## src/rtl/core/dwhm_pkg.sv

```systemverilog
package dwhm_pkg;

    // Fixed field widths
    localparam int BASE_W     = 2;
    localparam int CHAR_W     = 8;
    localparam int QUERY_W    = 16;
    localparam int QUERY_BASES = QUERY_W / BASE_W;
    localparam int MIS_W      = 5;
    localparam int POS_W      = 16;
    localparam int TOTAL_W    = 32;
    localparam int CFG_DATA_W = 16;

    localparam int HALF_BASES_DEF = 8;

    localparam logic [POS_W-1:0] POS_MAX = {POS_W{1'b1}};
    localparam logic [MIS_W-1:0] MIS_MAX = {MIS_W{1'b1}};

    // Base codes
    localparam logic [BASE_W-1:0] CODE_A = 2'd0;
    localparam logic [BASE_W-1:0] CODE_C = 2'd1;
    localparam logic [BASE_W-1:0] CODE_G = 2'd2;
    localparam logic [BASE_W-1:0] CODE_T = 2'd3;

    typedef enum logic [1:0] {
        CFG_PREFIX  = 2'd0,
        CFG_VARIANT = 2'd1,
        CFG_SUFFIX  = 2'd2,
        CFG_LIMIT   = 2'd3
    } cfg_index_t;

    typedef struct packed {
        logic [CHAR_W-1:0] base_char;
        logic              last_of_read;
    } base_req_t;

    typedef struct packed {
        logic               window_ok;
        logic [MIS_W-1:0]   mismatches;
        logic               hit;
        logic [POS_W-1:0]   hit_position;
        logic               miss_at_end;
        logic [TOTAL_W-1:0] valid_windows;
    } result_t;

    typedef struct packed {
        logic              ok;
        logic [BASE_W-1:0] code;
    } base_code_t;

    // ASCII base letter A, C, G or T (either case) to two-bit code; anything else is flagged invalid
    function automatic base_code_t base_code(input logic [CHAR_W-1:0] ch);
        base_code_t bc;
        bc.ok   = 1'b1;
        bc.code = CODE_A;
        case (ch)
            8'h41, 8'h61: bc.code = CODE_A;
            8'h43, 8'h63: bc.code = CODE_C;
            8'h47, 8'h67: bc.code = CODE_G;
            8'h54, 8'h74: bc.code = CODE_T;
            default:      bc.ok   = 1'b0;
        endcase
        return bc;
    endfunction

endpackage

```

## src/rtl/core/dna_window_hamming_matcher.sv

```systemverilog
// Channel   | Direction | Handshake                 | Payload
// ----------+-----------+---------------------------+------------------------------
// base      | in        | base_valid / base_stall   | base_req (base_char, last_of_read)
// result    | out       | result_valid / result_stall | result (window_ok .. valid_windows)
// cfg       | in        | cfg_valid / cfg_ready     | cfg_index, cfg_data
//
// One request per cycle sustained while base_stall stays low; result_valid rises once
// the request has passed the cell row and the skid's output register.
// The cell row shifts on acceptance; scoring reads the row once the skid has room.
// Reset clears the cell row, counters, flags and query registers at once; no sweep.
// A stalled result parks in a one-entry skid, so base_stall rises only when both
// the skid and the row's pending request are occupied.
module dna_window_hamming_matcher #(
    parameter int HALF_BASES = dwhm_pkg::HALF_BASES_DEF
) (
    input  logic                            clk,
    input  logic                            rst_n,
    // base channel
    input  logic                            base_valid,
    output logic                            base_stall,
    input  dwhm_pkg::base_req_t             base_req,
    // result channel
    output logic                            result_valid,
    input  logic                            result_stall,
    output dwhm_pkg::result_t               result,
    // configuration
    input  logic                            cfg_valid,
    output logic                            cfg_ready,
    input  dwhm_pkg::cfg_index_t            cfg_index,
    input  logic [dwhm_pkg::CFG_DATA_W-1:0] cfg_data
);
    import dwhm_pkg::*;

    localparam int WIN_BASES = 2 * HALF_BASES + 1;
    localparam int RUN_W     = $clog2(WIN_BASES + 1);
    localparam int CNT_W     = $clog2(2 * HALF_BASES + 1);
    localparam int SUM_W     = (CNT_W > MIS_W) ? CNT_W : MIS_W;

    // ------------------------------------------------------------------
    // Query registers
    // ------------------------------------------------------------------
    logic [QUERY_W-1:0] prefix_reg;
    logic [BASE_W-1:0]  variant_reg;
    logic [QUERY_W-1:0] suffix_reg;
    logic [MIS_W-1:0]   limit_reg;

    assign cfg_ready = 1'b1;

    always_ff @(posedge clk or negedge rst_n)
    begin
        if (!rst_n)
        begin
            prefix_reg  <= '0;
            variant_reg <= '0;
            suffix_reg  <= '0;
            limit_reg   <= '0;
        end
        else if (cfg_valid && cfg_ready)
        begin
            case (cfg_index)
                CFG_PREFIX:  prefix_reg  <= cfg_data;
                CFG_VARIANT: variant_reg <= cfg_data[BASE_W-1:0];
                CFG_SUFFIX:  suffix_reg  <= cfg_data;
                CFG_LIMIT:   limit_reg   <= cfg_data[MIS_W-1:0];
                default:     ;
            endcase
        end
    end

    // ------------------------------------------------------------------
    // Stage one: accept a base, shift the cell row, track run and position
    // ------------------------------------------------------------------
    logic              accept;
    logic              eval;
    logic              skid_full;
    logic              s1_valid_reg;
    logic              last_reg;      // request in the row closed its read
    logic [RUN_W-1:0]  run_reg;
    logic [RUN_W-1:0]  run_base;
    logic [RUN_W-1:0]  run_next;
    logic [POS_W-1:0]  pos_reg;
    logic [POS_W-1:0]  pos_base;
    logic [POS_W-1:0]  pos_next;
    base_code_t        bc;

    assign base_stall = s1_valid_reg && skid_full;
    assign accept     = base_valid && !base_stall;
    assign eval       = s1_valid_reg && !skid_full;

    assign bc = base_code(base_req.base_char);

    // after the last base of a read, per-read state starts from empty
    assign run_base = last_reg ? '0 : run_reg;
    assign pos_base = last_reg ? '0 : pos_reg;

    always_comb
    begin
        if (!bc.ok)
        begin
            run_next = '0;
        end
        else if (run_base < RUN_W'(WIN_BASES))
        begin
            run_next = run_base + RUN_W'(1);
        end
        else
        begin
            run_next = run_base;
        end
        pos_next = (pos_base == POS_MAX) ? pos_base : pos_base + POS_W'(1);
    end

    always_ff @(posedge clk or negedge rst_n)
    begin
        if (!rst_n)
        begin
            s1_valid_reg <= 1'b0;
            last_reg     <= 1'b0;
            run_reg      <= '0;
            pos_reg      <= '0;
        end
        else if (accept)
        begin
            s1_valid_reg <= 1'b1;
            last_reg     <= base_req.last_of_read;
            run_reg      <= run_next;
            pos_reg      <= pos_next;
        end
        else if (eval)
        begin
            s1_valid_reg <= 1'b0;
        end
    end

    // ------------------------------------------------------------------
    // Cell row: cell 0 newest, cell HALF_BASES is the middle base
    // ------------------------------------------------------------------
    logic [BASE_W-1:0] cell_base [WIN_BASES];
    logic [BASE_W-1:0] cell_query [WIN_BASES];
    logic [WIN_BASES-1:0] cell_mis;

    for (genvar i = 0; i < WIN_BASES; i++)
    begin : g_cell
        if (i < HALF_BASES)
        begin : g_suffix
            if (i < QUERY_BASES)
            begin : g_in
                assign cell_query[i] = suffix_reg[BASE_W*i +: BASE_W];
            end
            else
            begin : g_out
                assign cell_query[i] = '0;
            end
        end
        else if (i == HALF_BASES)
        begin : g_mid
            assign cell_query[i] = variant_reg;
        end
        else
        begin : g_prefix
            if (i - HALF_BASES - 1 < QUERY_BASES)
            begin : g_in
                assign cell_query[i] = prefix_reg[BASE_W*(i-HALF_BASES-1) +: BASE_W];
            end
            else
            begin : g_out
                assign cell_query[i] = '0;
            end
        end

        if (i == 0)
        begin : g_head
            dwhm_cell u_cell (
                .clk        (clk),
                .rst_n      (rst_n),
                .shift      (accept),
                .flush      (1'b0),
                .base_in    (bc.code),
                .query_base (cell_query[i]),
                .base_out   (cell_base[i]),
                .mismatch   (cell_mis[i])
            );
        end
        else
        begin : g_body
            dwhm_cell u_cell (
                .clk        (clk),
                .rst_n      (rst_n),
                .shift      (accept),
                .flush      (last_reg),
                .base_in    (cell_base[i-1]),
                .query_base (cell_query[i]),
                .base_out   (cell_base[i]),
                .mismatch   (cell_mis[i])
            );
        end
    end

    // ------------------------------------------------------------------
    // Stage two: score the held window and decide hit / miss
    // ------------------------------------------------------------------
    logic               wok;
    logic [CNT_W-1:0]   mis_cnt;
    logic [SUM_W-1:0]   distance;
    logic               found_reg;
    logic               found_next;
    logic [TOTAL_W-1:0] total_reg;
    logic [TOTAL_W-1:0] total_next;
    result_t            res;

    assign wok = (run_reg == RUN_W'(WIN_BASES)) && !cell_mis[HALF_BASES];

    // popcount over flanking cells, middle cell excluded
    always_comb
    begin
        mis_cnt = '0;
        for (int i = 0; i < WIN_BASES; i++)
        begin
            if (i != HALF_BASES)
            begin
                mis_cnt = mis_cnt + CNT_W'(cell_mis[i]);
            end
        end
    end

    assign distance = wok ? SUM_W'(mis_cnt) : '0;

    always_comb
    begin
        res            = '0;
        found_next     = found_reg;
        total_next     = total_reg;
        res.window_ok  = wok;
        res.mismatches = (distance > SUM_W'(MIS_MAX)) ? MIS_MAX : MIS_W'(distance);
        if (wok && !found_reg)
        begin
            total_next = total_reg + TOTAL_W'(1);
            if (distance <= SUM_W'(limit_reg))
            begin
                res.hit          = 1'b1;
                res.hit_position = pos_reg;
                found_next       = 1'b1;
            end
        end
        res.miss_at_end   = last_reg && !found_next;
        res.valid_windows = total_next;
    end

    always_ff @(posedge clk or negedge rst_n)
    begin
        if (!rst_n)
        begin
            found_reg <= 1'b0;
            total_reg <= '0;
        end
        else if (eval)
        begin
            found_reg <= found_next && !last_reg;
            total_reg <= total_next;
        end
    end

    dwhm_skid u_skid (
        .clk       (clk),
        .rst_n     (rst_n),
        .push      (eval),
        .push_data (res),
        .full      (skid_full),
        .out_valid (result_valid),
        .out_stall (result_stall),
        .out_data  (result)
    );

    // ------------------------------------------------------------------
    // Checks
    // ------------------------------------------------------------------
    a_hit_needs_window: assert property (@(posedge clk) disable iff (!rst_n)
        eval && res.hit |-> res.window_ok && (distance <= SUM_W'(limit_reg)))
        else $error("hit raised without a qualifying window");

    a_hit_miss_excl: assert property (@(posedge clk) disable iff (!rst_n)
        result_valid |-> !(result.hit && result.miss_at_end))
        else $error("hit and miss reported together");

    a_found_after_hit: assert property (@(posedge clk) disable iff (!rst_n)
        eval && res.hit && !last_reg |=> found_reg)
        else $error("found flag not set after hit");

    a_total_step: assert property (@(posedge clk) disable iff (!rst_n)
        eval |=> (total_reg == $past(total_reg))
              || (total_reg == $past(total_reg) + TOTAL_W'(1)))
        else $error("window total moved by more than one");

endmodule

```

## src/rtl/core/dwhm_cell.sv

```systemverilog
module dwhm_cell (
    input  logic                       clk,
    input  logic                       rst_n,
    input  logic                       shift,
    input  logic                       flush,
    input  logic [dwhm_pkg::BASE_W-1:0] base_in,
    input  logic [dwhm_pkg::BASE_W-1:0] query_base,
    output logic [dwhm_pkg::BASE_W-1:0] base_out,
    output logic                       mismatch
);
    import dwhm_pkg::*;

    logic [BASE_W-1:0] base_reg;
    logic [BASE_W-1:0] base_next;

    // flush: neighbour belonged to the finished read, take an empty base
    assign base_next = flush ? '0 : base_in;

    always_ff @(posedge clk or negedge rst_n)
    begin
        if (!rst_n)
        begin
            base_reg <= '0;
        end
        else if (shift)
        begin
            base_reg <= base_next;
        end
    end

    assign base_out = base_reg;
    assign mismatch = (base_reg != query_base);

endmodule

```

## src/rtl/core/dwhm_skid.sv

```systemverilog
module dwhm_skid (
    input  logic              clk,
    input  logic              rst_n,
    input  logic              push,
    input  dwhm_pkg::result_t push_data,
    output logic              full,
    output logic              out_valid,
    input  logic              out_stall,
    output dwhm_pkg::result_t out_data
);
    import dwhm_pkg::*;

    logic    out_valid_reg;
    result_t out_data_reg;
    logic    skid_valid_reg;
    result_t skid_data_reg;
    logic    out_free;

    assign out_free = !out_valid_reg || !out_stall;

    always_ff @(posedge clk or negedge rst_n)
    begin
        if (!rst_n)
        begin
            out_valid_reg  <= 1'b0;
            skid_valid_reg <= 1'b0;
        end
        else if (out_free)
        begin
            if (skid_valid_reg)
            begin
                out_valid_reg  <= 1'b1;
                skid_valid_reg <= 1'b0;
            end
            else
            begin
                out_valid_reg <= push;
            end
        end
        else if (push)
        begin
            skid_valid_reg <= 1'b1;
        end
    end

    always_ff @(posedge clk)
    begin
        if (out_free)
        begin
            if (skid_valid_reg)
            begin
                out_data_reg <= skid_data_reg;
            end
            else if (push)
            begin
                out_data_reg <= push_data;
            end
        end
        else if (push)
        begin
            skid_data_reg <= push_data;
        end
    end

    assign full      = skid_valid_reg;
    assign out_valid = out_valid_reg;
    assign out_data  = out_data_reg;

endmodule
```

## config.mk

```make
export PLATFORM = sky130hd
export DESIGN_NAME = dna_window_hamming_matcher
export DESIGN_NICKNAME = d
export VERILOG_FILES = /design/src/rtl/core/dwhm_pkg.sv /design/src/rtl/core/dna_window_hamming_matcher.sv /design/src/rtl/core/dwhm_cell.sv /design/src/rtl/core/dwhm_skid.sv
export SDC_FILE = /design/constraint.sdc
export NUM_CORES = 1
export LEC_CHECK = 0
export BUFFER_PORTS_ARGS = -buffer_cell sky130_fd_sc_hd__buf_2
export CORE_ASPECT_RATIO = 0.7
export CORE_MARGIN = 5
export CORE_UTILIZATION = 54
export CTS_BUF_LIST = sky130_fd_sc_hd__clkbuf_16
export DETAILED_ROUTE_END_ITERATION = 8
export PLACE_DENSITY = 0.81
export SETUP_SLACK_MARGIN = 0.15
export SLEW_MARGIN = 20
export SYNTH_ARGS = -nofsm -noshare
export SYNTH_HDL_FRONTEND = slang
export SYNTH_SLANG_ARGS = --single-unit
```

## constraint.sdc

```tcl
create_clock -name clk -period 16 [get_ports clk]
set_input_delay 1.6 -clock clk [delete_from_list [all_inputs] [get_ports clk]]
set_output_delay 1.6 -clock clk [all_outputs]
set_load 0.05 [all_outputs]
```

# Word-level counts from Yosys, hierarchy flattened
# Index checks and enable logic that the tools add are counted.
[word_totals]
latch_bits = 0
ram_bits = 0
reg_bits = 243
word_cells = 160
output_inout_bits = 59
inputBits = 32
n_memories = 0
rom_bits = 0
[classes]
n_eq_ne = 30
n_reduce_logical = 30
muxes = 37
bitwise_logic = 1
n_div = 0
add_sub_neg = 18
order_cmp = 3
multipliers = 0
shift = 0
[ops]
columns = ["cell", "n"]
rows = [
  ["56-bit 2-to-1 mux", 2],
  ["8-bit by 7-bit == test with 1-bit output (second input constant)", 8],
  ["5-bit by 1-bit adder with 5-bit output", 11],
  ["17-bit 2-to-1 mux", 2],
  ["2-bit != test", 17],
  ["32-bit by 1-bit adder with 32-bit output (second input constant)", 1],
  ["16-bit 2-to-1 mux", 2],
  ["2-bit 2-to-1 mux", 16],
  ["32-bit 2-to-1 mux", 1],
  ["5-bit 2-to-1 mux", 5],
  ["16-bit by 1-bit adder with 16-bit output (second input constant)", 1],
  ["16-bit == test (second input constant)", 1],
  ["2-bit AND reduction", 6],
  ["1-bit logical NOT", 8],
  ["1-bit 2-to-1 mux", 8],
  ["8-bit OR reduction", 1],
  ["1-bit logical AND", 7],
  ["2-bit one-hot mux with 3 select lines", 1],
  ["2-bit nonzero test", 3],
  ["2-bit OR reduction", 3],
  ["4-bit by 1-bit adder with 5-bit output", 1],
  ["5-bit by 1-bit adder with 5-bit output (second input constant)", 1],
  ["5-bit == test (second input constant)", 1],
  ["5-bit > comparator (second input constant)", 1],
  ["other kinds (10)", 11],
]

# Longest topological paths before layout
[depth]
depth_word = 24
depth_mapped = 22
mapped_depth_nobuf = 21

# By module
# A second synthesis with hierarchy kept.
[unflattened]
hier_cells = 925
hier_area_um2 = 11496.0
[by_module_without_submodules]
columns = ["module", "area_each_um2", "seq_area_each_um2", "n_inst", "cells_each"]
rows = [
  ["dna_window_hamming_matcher", 5572.8, 2377.3, 1, 557],
  ["dwhm_skid", 4157.7, 3413.3, 1, 181],
  ["dwhm_cell", 103.8, 50.0, 17, 11],
]

# Least setup slack after synthesis
# No wires, ideal clock.
[synth_path]
kind = "flip-flop to flip-flop"
start = "register g_cell[0].g_head.u_cell.base_reg[1]"
end = "register u_skid.skid_data_reg[40] (netlist bit) (data pin)"
synth_period_minus_slack_ns = 5.161
path_stages_with_launch = 22
t_arrival_ns = 5.029
setup_slack_ns = 10.839
required_ns = 15.868
setup_time_ns = 0.132
n_path_buf = 1
path_cell_list = "dfrtp_1 > xor2_1 > nor2_1 > fa_1 > inv_1 > fa_1 > fa_1 > inv_1 > fa_1 > inv_1 > ha_1 > fa_1 > xnor2_1 > nor2_1 > ha_1 > and3_1 > o21a_1 > o31a_1 > nand2b_1 > inv_1 > clkbuf_1 > and2_1"
[synth_lines]
columns = ["element", "line_no", "rtl"]
rows = [
  ["start: declaration", "dwhm_cell.sv:13", "logic [BASE_W-1:0] base_reg;"],
  ["start signal: assignment", "dwhm_cell.sv:27", "base_reg <= base_next;"],
  ["end signal: assignment", "dwhm_skid.sv:61", "skid_data_reg <= push_data;"],
  ["end: declaration", "dwhm_skid.sv:16", "result_t skid_data_reg;"],
]

==> impl_metrics.toml <==
[timing]
setup_violations = 0
clock_skew_ns = 0.00760
hold_viol_final = 0
drv_slew = 0
fmax_mhz = 158
worst_slew_pin_slew_ns = 1.11
max_slew_margin_pct = 25.5
finalWorstSetupSlack_ns = 9.66
fin_crit_ns = 6.34
setup_tns_ns = 0
hold_slack_ns = 0.500
rsz0062_at_grt = "false"
period_share_pct = 39.6

[clocking]
cts_buffers = 24
cts_tree = "done"
clock_latency_ns = 0.51
postCtsSetupBuffers = 0
clock_path_buffers = 3
htreeDepth = 1
cts-resized-gates = 0
clock_sinks = 243
postCtsHoldBufs = 0
clkTransAtPathRegs_ns = 0.06
clock-root-buffer = "clkbuf_16"

[floorplan]
row_count = 44
core_um2 = 20900
ios = 91
dieArea_um2 = 24500
start_util_pct = 55.4
dieHeight_um = 133
dieWidth_um = 185

[critical_path]
crit_path_end_kind = "flop"
worstPathMaxFanout = 21
critPathRequiredTime_ns = 16.26
path_class = "reg2reg"
cp_common_cell = "fa_1"
cp_top_family = "adder cells"
path_cells = "xor2_1, nor2_1, fa_1, inv_1, fa_1, fa_1, inv_1, fa_1, inv_1, ha_1, fa_1, xnor2_1, nor2_1, ha_1, and3_1, o21a_1, o31a_1, nand2b_1, inv_1, and2_1"
critPathArrivalTime_ns = 6.60
path_buf_inv = 4
startpoint_type = "flop"
slowest_stage = "nand2b_1"
max_stage_delay_ns = 0.68

[route]
vias = 7699
drtPass1Iterations = 5
drcViolationCount = 0
avgRoutedWirePerCell_um = 17.5
via_per_inst = 5.62
drt_iter0_drc = 774
routed_wl_um = 24000
antenna_left = 0

[yosys]
ys_seq_elements = 243
async_flop_share_pct = 53.9
synth_flop_cell = "dfrtp_1"
synth_cells = 1008
synthesis.area_um2 = 11600
avgSynthCellArea_um2 = 11.5
synth_edf_count = 112
ys_warn_count = 0
synth_nets = 1063
yosysSeqAreaShare_pct = 57.3
ys_types = 58

[status]
outcome = "completed"

[global_routing]
grt_start_max_net_pins = 91
grt_pass1_wl_um = 40000
grt_pass1_vias = 7458
grt_remaining_overflow = 0
grt_use_total_pct = 19.7
antenna_found_initial = 0

[layout]
syn2layout_area_growth_pct = 12.0
final_nets = 1133
final_cell_mix = "150 x nand2_1, 130 x dfrtp_1, 112 x edfxtp_1"
post-route-util_pct = 62.0
mostFrequentLayoutCell = "nand2_1"
fin_cells = 1371
fin_area_um2 = 13000
drive_gt1_share_pct = 19.6
antenna_cells = 0

[placement]
io_buffers = 88
place_inst = 1328
dp_hpwl_um = 16300
place_area_um2 = 12200
dp_slack_ns = 9.71
place_congestion = 0.897

[power]
finalPower_mw = 1.70
power_leakage_nw = 5.27
ir_drop_mv = 0.117
power_density_nw_per_um2 = 131

[run]
drv_cap = 0

[min_path]
min_path_type = "reg2reg"
[cell usage after synthesis, types with 6 or more instances]
cell | n | share of area [%]
dfrtp_1 | 131 | 28
fa_1 | 10 | 1.7
ha_1 | 13 | 1.4
and2_1 | 18 | 0.97
nand3_1 | 19 | 0.82
inv_1 | 28 | 0.91
xnor2_1 | 58 | 4.4
a21oi_1 | 11 | 0.48
nand2b_1 | 22 | 1.2
edfxtp_1 | 112 | 29
o21ai_0 | 56 | 2.4
nor4_1 | 11 | 0.59
nor3_1 | 30 | 1.3
nand4_1 | 28 | 1.5
xor2_1 | 45 | 3.4
clkbuf_1 | 45 | 1.5
mux2_2 | 72 | 7.0
nor2_1 | 44 | 1.4
nor2b_1 | 11 | 0.59
or2_2 | 6 | 0.32
o31ai_1 | 9 | 0.58
and3_1 | 10 | 0.54
nand2_1 | 150 | 4.9
[kinds of logic after synthesis]
| family | synth area share, % |
|---|---|
| adder cells (fa/ha/maj) | 3.13 |
| other | 0.0324 |
| buffers and inverters | 2.76 |
| AO/OA/AOI/OAI | 5.43 |
| multiplexers | 7.26 |
| flip-flops | 57.3 |
| AND/OR/NAND/NOR | 16.3 |
| XOR/XNOR | 7.79 |
[where the power goes]
part / switching (mW) / total [mW] / internal (mW) / leakage (nW)
Combinational: 0.272 / 0.435 / 0.163 / 2.10
Clock: 0.226 / 0.523 / 0.297 / 0.374
Sequential: 0.0325 / 0.742 / 0.710 / 2.79
[path summary, 6_finish.rpt]
path | endpoint | depth (start not counted) | slack (ns) | from
setup / recovery | u_skid.skid_data_reg[43] | 20 | 9.66 | suffix_reg[0]
hold / removal | g_cell[16].g_body.u_cell.base_out[1] | 2 | 0.50 | g_cell[16].g_body.u_cell.base_out[1]
setup reg to reg | u_skid.skid_data_reg[43] | 20 | 9.66 | suffix_reg[0]
hold reg to reg | g_cell[16].g_body.u_cell.base_out[1] | 2 | 0.50 | g_cell[16].g_body.u_cell.base_out[1]
max in group asynchronous | total_reg[27] | 2 | 13.41 | rst_n
min in group asynchronous | suffix_reg[10] | 1 | 1.18 | rst_n
[per-layer routing]
metal / vias to the layer above / wire length (um) / global-route usage (%)
met1: 3775 / 11500 / 30.8
met3: 35 / 1220 / 2.80
met5: - / 0 / 0
met2: 204 / 10800 / 29.6
met4: 0 / 478 / 4.32
li1: 3685 / - / -
[worst register-to-register path: cells and delay by family (launching register included)]
family	cells	cell delay, ns
adders and majority gates	7	2.99
and+or+nand+nor	5	1.32
DFF	1	0.42
buffers and inverters	4	0.59
AOI/OAI and AO/OA	2	0.28
xor gates and xnor gates	2	0.49
[layout make-up]
class	count	area (um2)
repair buffers	96	503
clock buffers	25	626
fillers	1669	7950
well taps	276	345
flip-flops and latches	243	6640
multi-input cells	684	4650
clock inverters	18	101
inverters	29	109
No activity file was read; power rests on OpenSTA's default activity.
